### src/qpht_pkg.sv
// ----------------------------------------------------------------------------
// qpht_pkg
// Shared types and constants for the quadratic-probe hash table.
// ----------------------------------------------------------------------------
package qpht_pkg;

    localparam int KEY_W      = 32;
    localparam int SLOT_W     = 4;
    localparam int STATUS_W   = 3;
    localparam int KEY_IDX_W  = 5;           // bit index into a key
    localparam int HASH_STEPS = KEY_W / 2;   // two key bits folded per cycle
    localparam int HASH_CNT_W = 4;

    localparam logic ACT_INSERT = 1'b0;
    localparam logic ACT_SEARCH = 1'b1;

    typedef enum logic [STATUS_W-1:0] {
        STAT_INSERTED  = 3'd0,
        STAT_FULL      = 3'd1,
        STAT_FOUND     = 3'd2,
        STAT_NOT_FOUND = 3'd3,
        STAT_BAD_KEY   = 3'd4
    } status_t;

    typedef enum logic [2:0] {
        S_CLEAR,
        S_IDLE,
        S_HASH,
        S_PROBE,
        S_EMIT
    } state_t;

endpackage

### src/qpht_if.sv
// ----------------------------------------------------------------------------
// qpht_req_if / qpht_rsp_if
// Valid/ready channels for hash table requests and responses.
// ----------------------------------------------------------------------------
interface qpht_req_if;
    logic                       valid;
    logic                       ready;
    logic                       action;
    logic [qpht_pkg::KEY_W-1:0] key;

    modport source (output valid, output action, output key, input ready);
    modport sink   (input valid, input action, input key, output ready);
endinterface

interface qpht_rsp_if;
    logic                          valid;
    logic                          ready;
    logic [qpht_pkg::SLOT_W-1:0]   slot;
    logic [qpht_pkg::STATUS_W-1:0] status;

    modport source (output valid, output slot, output status, input ready);
    modport sink   (input valid, input slot, input status, output ready);
endinterface

### src/qpht_key_ram.sv
// ----------------------------------------------------------------------------
// qpht_key_ram
// Key store: one write port, one read port, registered read data.
// ----------------------------------------------------------------------------
module qpht_key_ram #(
    parameter int DEPTH  = 16,
    parameter int ADDR_W = 4
) (
    input  logic                       clk,
    input  logic                       we,
    input  logic [ADDR_W-1:0]          waddr,
    input  logic [qpht_pkg::KEY_W-1:0] wdata,
    input  logic [ADDR_W-1:0]          raddr,
    output logic [qpht_pkg::KEY_W-1:0] rdata
);

    logic [qpht_pkg::KEY_W-1:0] mem [DEPTH];
    logic [qpht_pkg::KEY_W-1:0] rdata_reg;

    always_ff @(posedge clk)
    begin
        if (we)
        begin
            mem[waddr] <= wdata;
        end
    end

    always_ff @(posedge clk)
    begin
        rdata_reg <= mem[raddr];
    end

    assign rdata = rdata_reg;

endmodule

### src/quadratic_probe_hash_table.sv
// ----------------------------------------------------------------------------
// quadratic_probe_hash_table
// Open-addressing key table with quadratic probing: insert and search.
// ----------------------------------------------------------------------------
// One request is handled at a time. After reset the table is cleared by a
// pass that writes one slot per cycle before the first request is taken. A
// request is then accepted, the key is reduced modulo TABLE_SLOTS (skipped
// when TABLE_SLOTS is a power of two), the probes read the key store with
// one key store read per cycle and registered read data, and the result is
// loaded into the response register. The single read port of the key store
// sets the probe rate. Key zero is answered without touching the table. The
// response register lets the next request be accepted while the previous
// response is still waiting.
// ----------------------------------------------------------------------------
module quadratic_probe_hash_table #(
    parameter int TABLE_SLOTS = 16
) (
    input logic         clk,
    input logic         rst_n,
    qpht_req_if.sink    req,
    qpht_rsp_if.source  rsp
);

    localparam int   AW      = (TABLE_SLOTS > 1) ? $clog2(TABLE_SLOTS) : 1;
    localparam int   CW      = $clog2(TABLE_SLOTS + 1);
    localparam logic IS_POW2 = ((TABLE_SLOTS & (TABLE_SLOTS - 1)) == 0);

    // s < 2*TABLE_SLOTS -> s mod TABLE_SLOTS
    function automatic logic [AW-1:0] mod_fold(input logic [AW:0] s);
        logic [AW:0] r;
        begin
            r = s;
            if (s >= (AW+1)'(TABLE_SLOTS))
            begin
                r = s - (AW+1)'(TABLE_SLOTS);
            end
            return r[AW-1:0];
        end
    endfunction

    qpht_pkg::state_t  state_reg, state_next;
    logic [AW-1:0]     clr_cnt_reg, clr_cnt_next;
    logic              act_reg, act_next;
    logic [qpht_pkg::KEY_W-1:0] key_reg, key_next;
    logic [AW-1:0]     rem_reg, rem_next;
    logic [qpht_pkg::HASH_CNT_W-1:0] step_reg, step_next;
    logic [AW-1:0]     pos_reg, pos_next;
    logic [AW-1:0]     delta_reg, delta_next;
    logic [CW-1:0]     issue_cnt_reg, issue_cnt_next;
    logic              rd_vld_reg, rd_vld_next;
    logic [AW-1:0]     rd_pos_reg, rd_pos_next;
    logic              rd_last_reg, rd_last_next;
    logic [qpht_pkg::SLOT_W-1:0] res_slot_reg, res_slot_next;
    qpht_pkg::status_t res_status_reg, res_status_next;
    logic              out_vld_reg, out_vld_next;
    logic [qpht_pkg::SLOT_W-1:0] out_slot_reg, out_slot_next;
    qpht_pkg::status_t out_status_reg, out_status_next;

    logic                       ram_we;
    logic [AW-1:0]              ram_waddr;
    logic [qpht_pkg::KEY_W-1:0] ram_wdata;
    logic [AW-1:0]              ram_raddr;
    logic [qpht_pkg::KEY_W-1:0] ram_rdata;

    qpht_key_ram #(
        .DEPTH  (TABLE_SLOTS),
        .ADDR_W (AW)
    ) u_key_ram (
        .clk   (clk),
        .we    (ram_we),
        .waddr (ram_waddr),
        .wdata (ram_wdata),
        .raddr (ram_raddr),
        .rdata (ram_rdata)
    );

    always_ff @(posedge clk or negedge rst_n)
    begin
        if (!rst_n)
        begin
            state_reg     <= qpht_pkg::S_CLEAR;
            clr_cnt_reg   <= '0;
            issue_cnt_reg <= '0;
            step_reg      <= '0;
            rd_vld_reg    <= 1'b0;
            out_vld_reg   <= 1'b0;
        end
        else
        begin
            state_reg     <= state_next;
            clr_cnt_reg   <= clr_cnt_next;
            issue_cnt_reg <= issue_cnt_next;
            step_reg      <= step_next;
            rd_vld_reg    <= rd_vld_next;
            out_vld_reg   <= out_vld_next;
        end
    end

    always_ff @(posedge clk)
    begin
        act_reg        <= act_next;
        key_reg        <= key_next;
        rem_reg        <= rem_next;
        pos_reg        <= pos_next;
        delta_reg      <= delta_next;
        rd_pos_reg     <= rd_pos_next;
        rd_last_reg    <= rd_last_next;
        res_slot_reg   <= res_slot_next;
        res_status_reg <= res_status_next;
        out_slot_reg   <= out_slot_next;
        out_status_reg <= out_status_next;
    end

    always_comb
    begin
        logic [qpht_pkg::KEY_IDX_W-1:0] bit_hi;
        logic [AW-1:0]                  fold1;
        logic [AW-1:0]                  fold2;
        logic                           finish;

        state_next      = state_reg;
        clr_cnt_next    = clr_cnt_reg;
        act_next        = act_reg;
        key_next        = key_reg;
        rem_next        = rem_reg;
        step_next       = step_reg;
        pos_next        = pos_reg;
        delta_next      = delta_reg;
        issue_cnt_next  = issue_cnt_reg;
        rd_vld_next     = 1'b0;
        rd_pos_next     = pos_reg;
        rd_last_next    = (issue_cnt_reg == CW'(TABLE_SLOTS - 1));
        res_slot_next   = res_slot_reg;
        res_status_next = res_status_reg;
        out_vld_next    = out_vld_reg && !rsp.ready;
        out_slot_next   = out_slot_reg;
        out_status_next = out_status_reg;

        ram_we    = 1'b0;
        ram_waddr = rd_pos_reg;
        ram_wdata = key_reg;
        ram_raddr = pos_reg;
        finish    = 1'b0;

        // two key bits per cycle, MSB first: rem = (2*rem + bit) mod N, twice
        bit_hi = qpht_pkg::KEY_IDX_W'(qpht_pkg::KEY_W - 1) - {step_reg, 1'b0};
        fold1  = mod_fold({rem_reg, key_reg[bit_hi]});
        fold2  = mod_fold({fold1, key_reg[bit_hi - qpht_pkg::KEY_IDX_W'(1)]});

        case (state_reg)
            qpht_pkg::S_CLEAR:
            begin
                ram_we       = 1'b1;
                ram_waddr    = clr_cnt_reg;
                ram_wdata    = '0;
                clr_cnt_next = clr_cnt_reg + AW'(1);
                if (clr_cnt_reg == AW'(TABLE_SLOTS - 1))
                begin
                    state_next = qpht_pkg::S_IDLE;
                end
            end

            qpht_pkg::S_IDLE:
            begin
                if (req.valid)
                begin
                    act_next       = req.action;
                    key_next       = req.key;
                    rem_next       = '0;
                    step_next      = '0;
                    pos_next       = req.key[AW-1:0];
                    delta_next     = AW'(1);
                    issue_cnt_next = '0;
                    if (req.key == '0)
                    begin
                        res_slot_next   = '0;
                        res_status_next = qpht_pkg::STAT_BAD_KEY;
                        state_next      = qpht_pkg::S_EMIT;
                    end
                    else if (IS_POW2)
                    begin
                        state_next = qpht_pkg::S_PROBE;
                    end
                    else
                    begin
                        state_next = qpht_pkg::S_HASH;
                    end
                end
            end

            qpht_pkg::S_HASH:
            begin
                rem_next  = fold2;
                step_next = step_reg + qpht_pkg::HASH_CNT_W'(1);
                if (step_reg == qpht_pkg::HASH_CNT_W'(qpht_pkg::HASH_STEPS - 1))
                begin
                    pos_next   = fold2;
                    delta_next = AW'(1);
                    state_next = qpht_pkg::S_PROBE;
                end
            end

            qpht_pkg::S_PROBE:
            begin
                // issue the next probe address every cycle until TABLE_SLOTS probes have
                // been issued; the address sequence does not depend on the data read back
                if (issue_cnt_reg != CW'(TABLE_SLOTS))
                begin
                    rd_vld_next    = 1'b1;
                    issue_cnt_next = issue_cnt_reg + CW'(1);
                    pos_next       = mod_fold({1'b0, pos_reg} + {1'b0, delta_reg});
                    delta_next     = mod_fold({1'b0, delta_reg} + (AW+1)'(2));
                end

                if (rd_vld_reg)
                begin
                    if (act_reg == qpht_pkg::ACT_INSERT)
                    begin
                        if (ram_rdata == '0)
                        begin
                            ram_we          = 1'b1;
                            res_slot_next   = qpht_pkg::SLOT_W'(rd_pos_reg);
                            res_status_next = qpht_pkg::STAT_INSERTED;
                            finish          = 1'b1;
                        end
                        else if (rd_last_reg)
                        begin
                            res_slot_next   = '0;
                            res_status_next = qpht_pkg::STAT_FULL;
                            finish          = 1'b1;
                        end
                    end
                    else
                    begin
                        if (ram_rdata == key_reg)
                        begin
                            res_slot_next   = qpht_pkg::SLOT_W'(rd_pos_reg);
                            res_status_next = qpht_pkg::STAT_FOUND;
                            finish          = 1'b1;
                        end
                        else if (ram_rdata == '0 || rd_last_reg)
                        begin
                            res_slot_next   = '0;
                            res_status_next = qpht_pkg::STAT_NOT_FOUND;
                            finish          = 1'b1;
                        end
                    end
                end

                if (finish)
                begin
                    rd_vld_next = 1'b0;   // drop the read in flight
                    state_next  = qpht_pkg::S_EMIT;
                end
            end

            qpht_pkg::S_EMIT:
            begin
                if (!out_vld_reg || rsp.ready)
                begin
                    out_vld_next    = 1'b1;
                    out_slot_next   = res_slot_reg;
                    out_status_next = res_status_reg;
                    state_next      = qpht_pkg::S_IDLE;
                end
            end

            default:
            begin
                state_next = qpht_pkg::S_IDLE;
            end
        endcase
    end

    assign req.ready  = (state_reg == qpht_pkg::S_IDLE);
    assign rsp.valid  = out_vld_reg;
    assign rsp.slot   = out_slot_reg;
    assign rsp.status = out_status_reg;

endmodule

### src/flat_wrapper.sv
// flat-port wrapper written by rule: the top's interface ports become plain ports
module quadratic_probe_hash_table_flat 
#(
    parameter int TABLE_SLOTS = 16
)
  (clk, rst_n, req_valid, req_action, req_key, req_ready, rsp_valid, rsp_slot, rsp_status, rsp_ready);
  qpht_req_if req_i ();
  qpht_rsp_if rsp_i ();
  input logic clk;
  input logic rst_n;
  input wire logic [$bits(req_i.valid)-1:0] req_valid;
  input wire logic [$bits(req_i.action)-1:0] req_action;
  input wire logic [$bits(req_i.key)-1:0] req_key;
  output wire logic [$bits(req_i.ready)-1:0] req_ready;
  output wire logic [$bits(rsp_i.valid)-1:0] rsp_valid;
  output wire logic [$bits(rsp_i.slot)-1:0] rsp_slot;
  output wire logic [$bits(rsp_i.status)-1:0] rsp_status;
  input wire logic [$bits(rsp_i.ready)-1:0] rsp_ready;
  assign req_i.valid = req_valid;
  assign req_i.action = req_action;
  assign req_i.key = req_key;
  assign req_ready = req_i.ready;
  assign rsp_valid = rsp_i.valid;
  assign rsp_slot = rsp_i.slot;
  assign rsp_status = rsp_i.status;
  assign rsp_i.ready = rsp_ready;
  quadratic_probe_hash_table #(.TABLE_SLOTS(TABLE_SLOTS)) u_core (.clk(clk), .rst_n(rst_n), .req(req_i), .rsp(rsp_i));
endmodule
### config.mk
export PLATFORM = sky130hd
export DESIGN_NAME = quadratic_probe_hash_table_flat
export DESIGN_NICKNAME = d
export VERILOG_FILES = /design/src/qpht_pkg.sv /design/src/qpht_if.sv /design/src/qpht_key_ram.sv /design/src/quadratic_probe_hash_table.sv /design/src/flat_wrapper.sv
export SDC_FILE = /design/constraint.sdc
export NUM_CORES = 1
export LEC_CHECK = 0
export ABC_AREA = 1
export BUFFER_PORTS_ARGS = -buffer_cell sky130_fd_sc_hd__buf_2
export CORE_MARGIN = 2
export CORE_UTILIZATION = 50
export CTS_CLUSTER_DIAMETER = 30
export DETAILED_ROUTE_END_ITERATION = 16
export HOLD_SLACK_MARGIN = 0.02
export PLACE_DENSITY = 0.66
export SLEW_MARGIN = 25
export SYNTH_ARGS = -nofsm -noshare
export SYNTH_HDL_FRONTEND = slang
export SYNTH_SLANG_ARGS = --single-unit
### constraint.sdc
create_clock -name clk -period 4.05 [get_ports clk]
set_clock_uncertainty 0.2 [all_clocks]
set_input_delay 0.405 -clock clk [delete_from_list [all_inputs] [get_ports clk]]
set_output_delay 0.405 -clock clk [all_outputs]
set_load 0.02 [all_outputs]
* Yosys cells after proc, flatten, opt, wreduce, memory -nomap -nowiden *
Memories as Yosys holds them, arrays and structs flattened. A register that Yosys moved wholly into a read port is not among the register bits.
Cells that the tools add are included.
Widths: inputs -> output; s select.

storage, ports and cells
  register bits = 82
  word-level logic and storage cells = 139
  memories = 1
  output and inout port bits = 9
  bits of input ports = 37
  memory bits (writable) = 512

cells by class
  eq/ne operators = 19
  reductions and logical operators = 18
  mux-type cells = 67
  $add $sub $neg = 11
  magnitude comparators = 6

memory list
  memory                words  bits a word  rd ports  clocked after memory_dff  write ports  line                text
  u_core.u_key_ram.mem  16     32           1         1                         1            qpht_key_ram.sv:17  logic [qpht_pkg::KEY_W-1:0] mem [DEPTH];

operator list
  operator             number
  $mux 4               20
  $logic_not 32->1     2
  $mux 3               14
  $eq 32x32->1         1
  $mux 32              1
  $pmux 4 s2           3
  $pmux 4 s3           2
  $ge 5x5->1 const B   4
  $mux 1               19
  $sub 4x1->4 const B  4
  $pmux 3 s5           1
  $ne 2x1->1 const B   7
  $lt 5x6->1 const B   2
  $bmux 1 s5           2
  $mux 5               2
  $pmux 5 s2           1
  $add 4x1->4 const B  2
  $eq 4x4->1 const B   2
  $eq 3x2->1 const B   2
  $pmux 3 s2           1
  $reduce_and 2->1     3
  $reduce_and 6->1     1
  $add 4x2->5 const B  1
  $add 4x4->5          1
  20 further kinds     23

* Longest topological paths before layout *
  depth in word-level cells = 9
  depth in mapped cells = 15
  depth with buffers taken out = 15

* Hierarchy *
Synthesis repeated with hierarchy kept, for this count alone.

unflattened totals
  cells, all modules = 2627
  area total of the unflattened synthesis = 27058.5 µm²

by module, submodules not included
  module                      instances  area an instance (µm²)  cells an instance  sequential area each (µm²)
  qpht_key_ram                1          22730.6                 2120               16015.4
  quadratic_probe_hash_table  1          4327.9                  507                2232.1

* Worst setup path after synthesis *
Ideal clock, no wire load.

  path type = register -> register
  from = reg u_core.state_reg[0]
  to = mem u_core.u_key_ram.mem[0][0] in the netlist's numbering (enable)
  path buffers = 0
  clock period less this slack = 3214 ps
  setup slack = 836 ps
  arrival = 2593 ps
  library setup time = 421 ps
  cell stages (with the launch flop) = 10
  cell sequence = dfrtp_1 > nor2_2 > inv_2 > nor2_4 > inv_2 > nor2_1 > inv_1 > o21ai_2 > nand3_2 > nor2_1

on the way
  longest elaborated chain between the ends = 4
  elaborated cells between the ends (all ways) = 6
  those cells by class = eq/ne (1); mux (4); reduce/logical (1)

ends and longest elaborated chain
  item                                           line                               text
  from (decl)                                    quadratic_probe_hash_table.sv:41   qpht_pkg::state_t state_reg, state_next;
  from (signal assigned)                         quadratic_probe_hash_table.sv:81   state_reg <= qpht_pkg::S_CLEAR;
  from (signal assigned)                         quadratic_probe_hash_table.sv:90   state_reg <= state_next;
  $eq 3x2->1 or $logic_not 3->1 (tied branches)  quadratic_probe_hash_table.sv:150  case (state_reg)
  $pmux 1 s2                                     quadratic_probe_hash_table.sv:150
  $mux 1                                         qpht_key_ram.sv:22                 if (we)
  $mux 1 (implied by the code)                   qpht_key_ram.sv:24                 mem[waddr] <= wdata;
  to (decl)                                      qpht_key_ram.sv:17

Parallel ways exist; a longest one is shown, timed or not.

* Final worst setup path *
  from = reg u_core.state_reg[2]
  to = mem u_core.u_key_ram.mem[3][20] in the netlist's numbering (enable)

The elaborated chain is that of the path after synthesis.

==> results.sh <==
export IMPL_fin_util_pct=62.0
export IMPL_die_h_um=227
export IMPL_cts_tree="done"
export IMPL_fin_ws_ns=0.966
export IMPL_wl_mm=64.7
export IMPL_whs_ns=0.0940
export IMPL_cp_max_fo=18
export IMPL_die_w_um=227
export IMPL_port_buffers=45
export IMPL_p_seq_share_pct=35.1
export IMPL_clock_fmax_mhz=324
export IMPL_worstSetupEndpoint="u_core.u_key_ram.mem[3][20]"
export IMPL_clock_latency_ns=0.67
export IMPL_routed_via_density=5.85
export IMPL_r2r_end="u_core.u_key_ram.mem[3][20]"
export IMPL_setup_tns_ns=0
export IMPL_comb_power_share_pct=27.5
export IMPL_grt_pass1_wl_mm=95.9
export IMPL_maxSlewViolCount=0
export IMPL_fin_crit_sh_pct=76.2
export IMPL_pre_cts_ws_ns=1.03
export IMPL_drv_cap=0
export IMPL_h_tree_depth=3
export IMPL_rows=81
export IMPL_timing_hold_violations_final=0
export IMPL_routedWlPerCell_um=22.8
export IMPL_slew_headroom_pct=28.0
export IMPL_rsz0062_at_grt="no"
export IMPL_nets=2118
export IMPL_synth_warnings=0
export IMPL_fill_cells=3629
export IMPL_gr_total_overflow=0
export IMPL_layout_drive_gt1_share_pct=15.7
export IMPL_crit_start="u_core.state_reg[2]"
export IMPL_clockRootBuffer="clkbuf_16"
export IMPL_syn_area_um2=24800
export IMPL_final_instance_count_excl_fill=2836
export IMPL_numPlacedInstances=2580
export IMPL_synthCells=1945
export IMPL_clockPowerShare_pct=37.4
export IMPL_drt_initial_drc_count=2094
export IMPL_period_needed_ns=3.08
export IMPL_cp_start_kind="flip-flop"
export IMPL_synth_area_per_cell_um2=12.8
export IMPL_grt_max_degree=149
export IMPL_peakVddDrop_mv=0.574
export IMPL_cts_made_buffers=117
export IMPL_whs_path_depth=6
export IMPL_antenna_found_initial=3
export IMPL_core_um2=49000
export IMPL_p_leak_uw=0.0106
export IMPL_syn_num_nets=1991
export IMPL_worst_ep_required_time_ns=4.19
export IMPL_ff2ff_path_depth=8
export IMPL_endpoint_kind="flip-flop"
export IMPL_hp_class="primary input to flip-flop"
export IMPL_place_gp_congestion=0.956
export IMPL_switchingPower_uw=8870
export IMPL_initial_core_util_pct=50.7
export IMPL_r2r_slack_ns=0.97
export IMPL_crit_type="flip-flop to flip-flop"
export IMPL_ant_nets=0
export IMPL_clk_pin_slew_worst_paths_ns=0.05
export IMPL_area_delta_synth_final_pct=22.4
export IMPL_ctsResizeCount=0
export IMPL_dpl_hpwl_mm=35.6
export IMPL_largest_register_ffs=512
export IMPL_setup_violations=0
export IMPL_die_area_um2=51400
export IMPL_sw_frac_of_total_pct=34.7
export IMPL_synth_seq_area_share_pct=73.5
export IMPL_synth_distinct_cells=40
export IMPL_drtPass1Iterations=6
export IMPL_drcViolationCount=0
export IMPL_gr_usage_all_layers_pct=25.3
export IMPL_cts_buffer_depth=3
export IMPL_synth_seq_cells=623
export IMPL_worst_slew_pin_transition_ns=1.08
export IMPL_vias=16600
export IMPL_clock_sinks=623
export IMPL_num_io_pins=46
export IMPL_powerDensity_nw_per_um2=843
export IMPL_status="completed"
export IMPL_p_int_uw=16700
export IMPL_grt_pass1_vias=16000
export IMPL_critPathArrivalTime_ns=3.23
export IMPL_r2r_start="u_core.state_reg[2]"
## layout make-up
class / instances / area, µm² / area share (%)
antenna: 1 / 2.50 / 0.00824
clock buffer: 131 / 3030 / 9.99
clock inverter: 87 / 940 / 3.09
inverter: 104 / 397 / 1.31
multi-input combinational: 1103 / 5790 / 19.1
sequential: 623 / 18200 / 60.1
tap: 664 / 831 / 2.74
timing repair buffer: 123 / 1130 / 3.72
## metal layers
metal / global-route usage, % / vias up / routed length (µm)
li1: - / 7429 / -
met3: 4.76 / 159 / 5520
met1: 33.5 / 8111 / 25700
met2: 40.8 / 891 / 31200
met5: 0 / - / 12
met4: 11.5 / 2 / 2400
## power groups by stage
stage / Clock, µW / Sequential [µW] / Combinational [µW]
2_1_floorplan: 0 / 8890 / 4550
3_3_place_gp: 0 / 9050 / 6760
3_5_place_dp: 0 / 9070 / 6870
4_1_cts: 9640 / 8970 / 6970
5_1_grt: 9950 / 9050 / 7640
6_report: 9570 / 8980 / 7040
## critical path, stage by stage (launching register included)
cell and delay, ns:
dfrtp_1 0.46, nor2_4 0.19, nand2_2 0.18, inv_2 0.17, nand2_1 0.14, o21ai_4 0.25
nand3_2 0.24, nor2_4 0.62, buf_12 0.28
## through the flow
stage	power [µW]	cell area [µm²]
final	25600	30400
after global routing	26600	30400
after CTS	25600	30300
after detailed placement	15900	26000
after global placement	15800	26000
after floorplan	13400	24800
## cell families (layout without fill, tap and decap cells)
group	after synthesis	in the layout	synth area share, %
buf+inv	219	445	3.83
xor+xnor	18	18	0.635
fa+ha+maj	9	9	0.484
flops	623	623	73.5
simple gates	585	585	9.48
other cells	0	1	0
compound gates	491	491	12.0
## synth_stat cells
cell type    n  area share, %
nand2_2      1          0.025
o21ai_4      1          0.066
inv_1       93            1.4
nand3_2      4           0.16
buf_4       12           0.36
and3_1       5           0.13
o21ai_0    275            5.5
o211ai_1    43            1.3
or2_2        1          0.025
fa_1         1          0.081
dfrtp_1     18            1.8
o211ai_2     1          0.050
clkbuf_2     7           0.14
nor4_2       1          0.050
a21oi_1     25           0.50
nand3b_1     1          0.030
o32ai_1      1          0.035
o21ba_2      1          0.040
nor2_4       3           0.14
o21ai_2      2          0.071
nor2_2       1          0.025
buf_6        5           0.23
ha_1         8           0.40
a21oi_2      1          0.035
o221ai_1    88            3.1
buf_2       29           0.58
xnor2_1     11           0.39
nor3_1       3          0.060
edfxtp_1   568             69
nor2_1     371            5.6
clkbuf_1    62           0.94
nand2_1    141            2.1
nand3_1     47           0.95
o22ai_1     43            1.1
inv_2       11           0.17
dfxtp_1     37            3.0
o21ai_1     10           0.20
nand4_1      5           0.13
or2_1        1          0.025
xor2_1       7           0.25
## what timing repair did
action	in CTS	in global routing
setup buffers	0	0
endpoints found under the hold margin	57	0
setup endpoints to repair	0	0
hold buffers	37	0
## worst min-delay path by stage
stage              start                       to
6_report       req_valid  u_core.issue_cnt_reg[0]
5_1_grt        req_valid  u_core.issue_cnt_reg[0]
4_1_cts        req_valid  u_core.issue_cnt_reg[0]
3_5_place_dp       rst_n  u_core.issue_cnt_reg[1]
3_3_place_gp       rst_n  u_core.issue_cnt_reg[0]
2_1_floorplan      rst_n    u_core.clr_cnt_reg[0]
## layout by cell type (no fill, tap or decap), types with 4 or more instances in the layout
master / netlist / final
a21oi_1: 25 / 25
and3_1: 5 / 5
buf_12: 0 / 18
buf_2: 29 / 45
buf_4: 12 / 23
bufinv_16: 0 / 15
clkbuf_1: 62 / 11
clkbuf_16: 0 / 119
clkinv_1: 0 / 16
clkinv_2: 0 / 25
clkinv_4: 0 / 9
clkinvlp_4: 0 / 16
dfrtp_1: 18 / 18
dfxtp_1: 37 / 37
dlygate4sd3_1: 0 / 37
edfxtp_1: 568 / 568
ha_1: 8 / 8
inv_1: 93 / 92
inv_2: 11 / 10
nand2_1: 141 / 141
nand3_1: 47 / 47
nand3_2: 4 / 4
nand4_1: 5 / 5
nor2_1: 371 / 337
nor2_2: 1 / 18
nor2_4: 3 / 20
o211ai_1: 43 / 43
o21ai_0: 275 / 275
o21ai_1: 10 / 10
o221ai_1: 88 / 88
o22ai_1: 43 / 43
xnor2_1: 11 / 11
xor2_1: 7 / 7
Note: power is estimated with default switching activity, not from simulation.
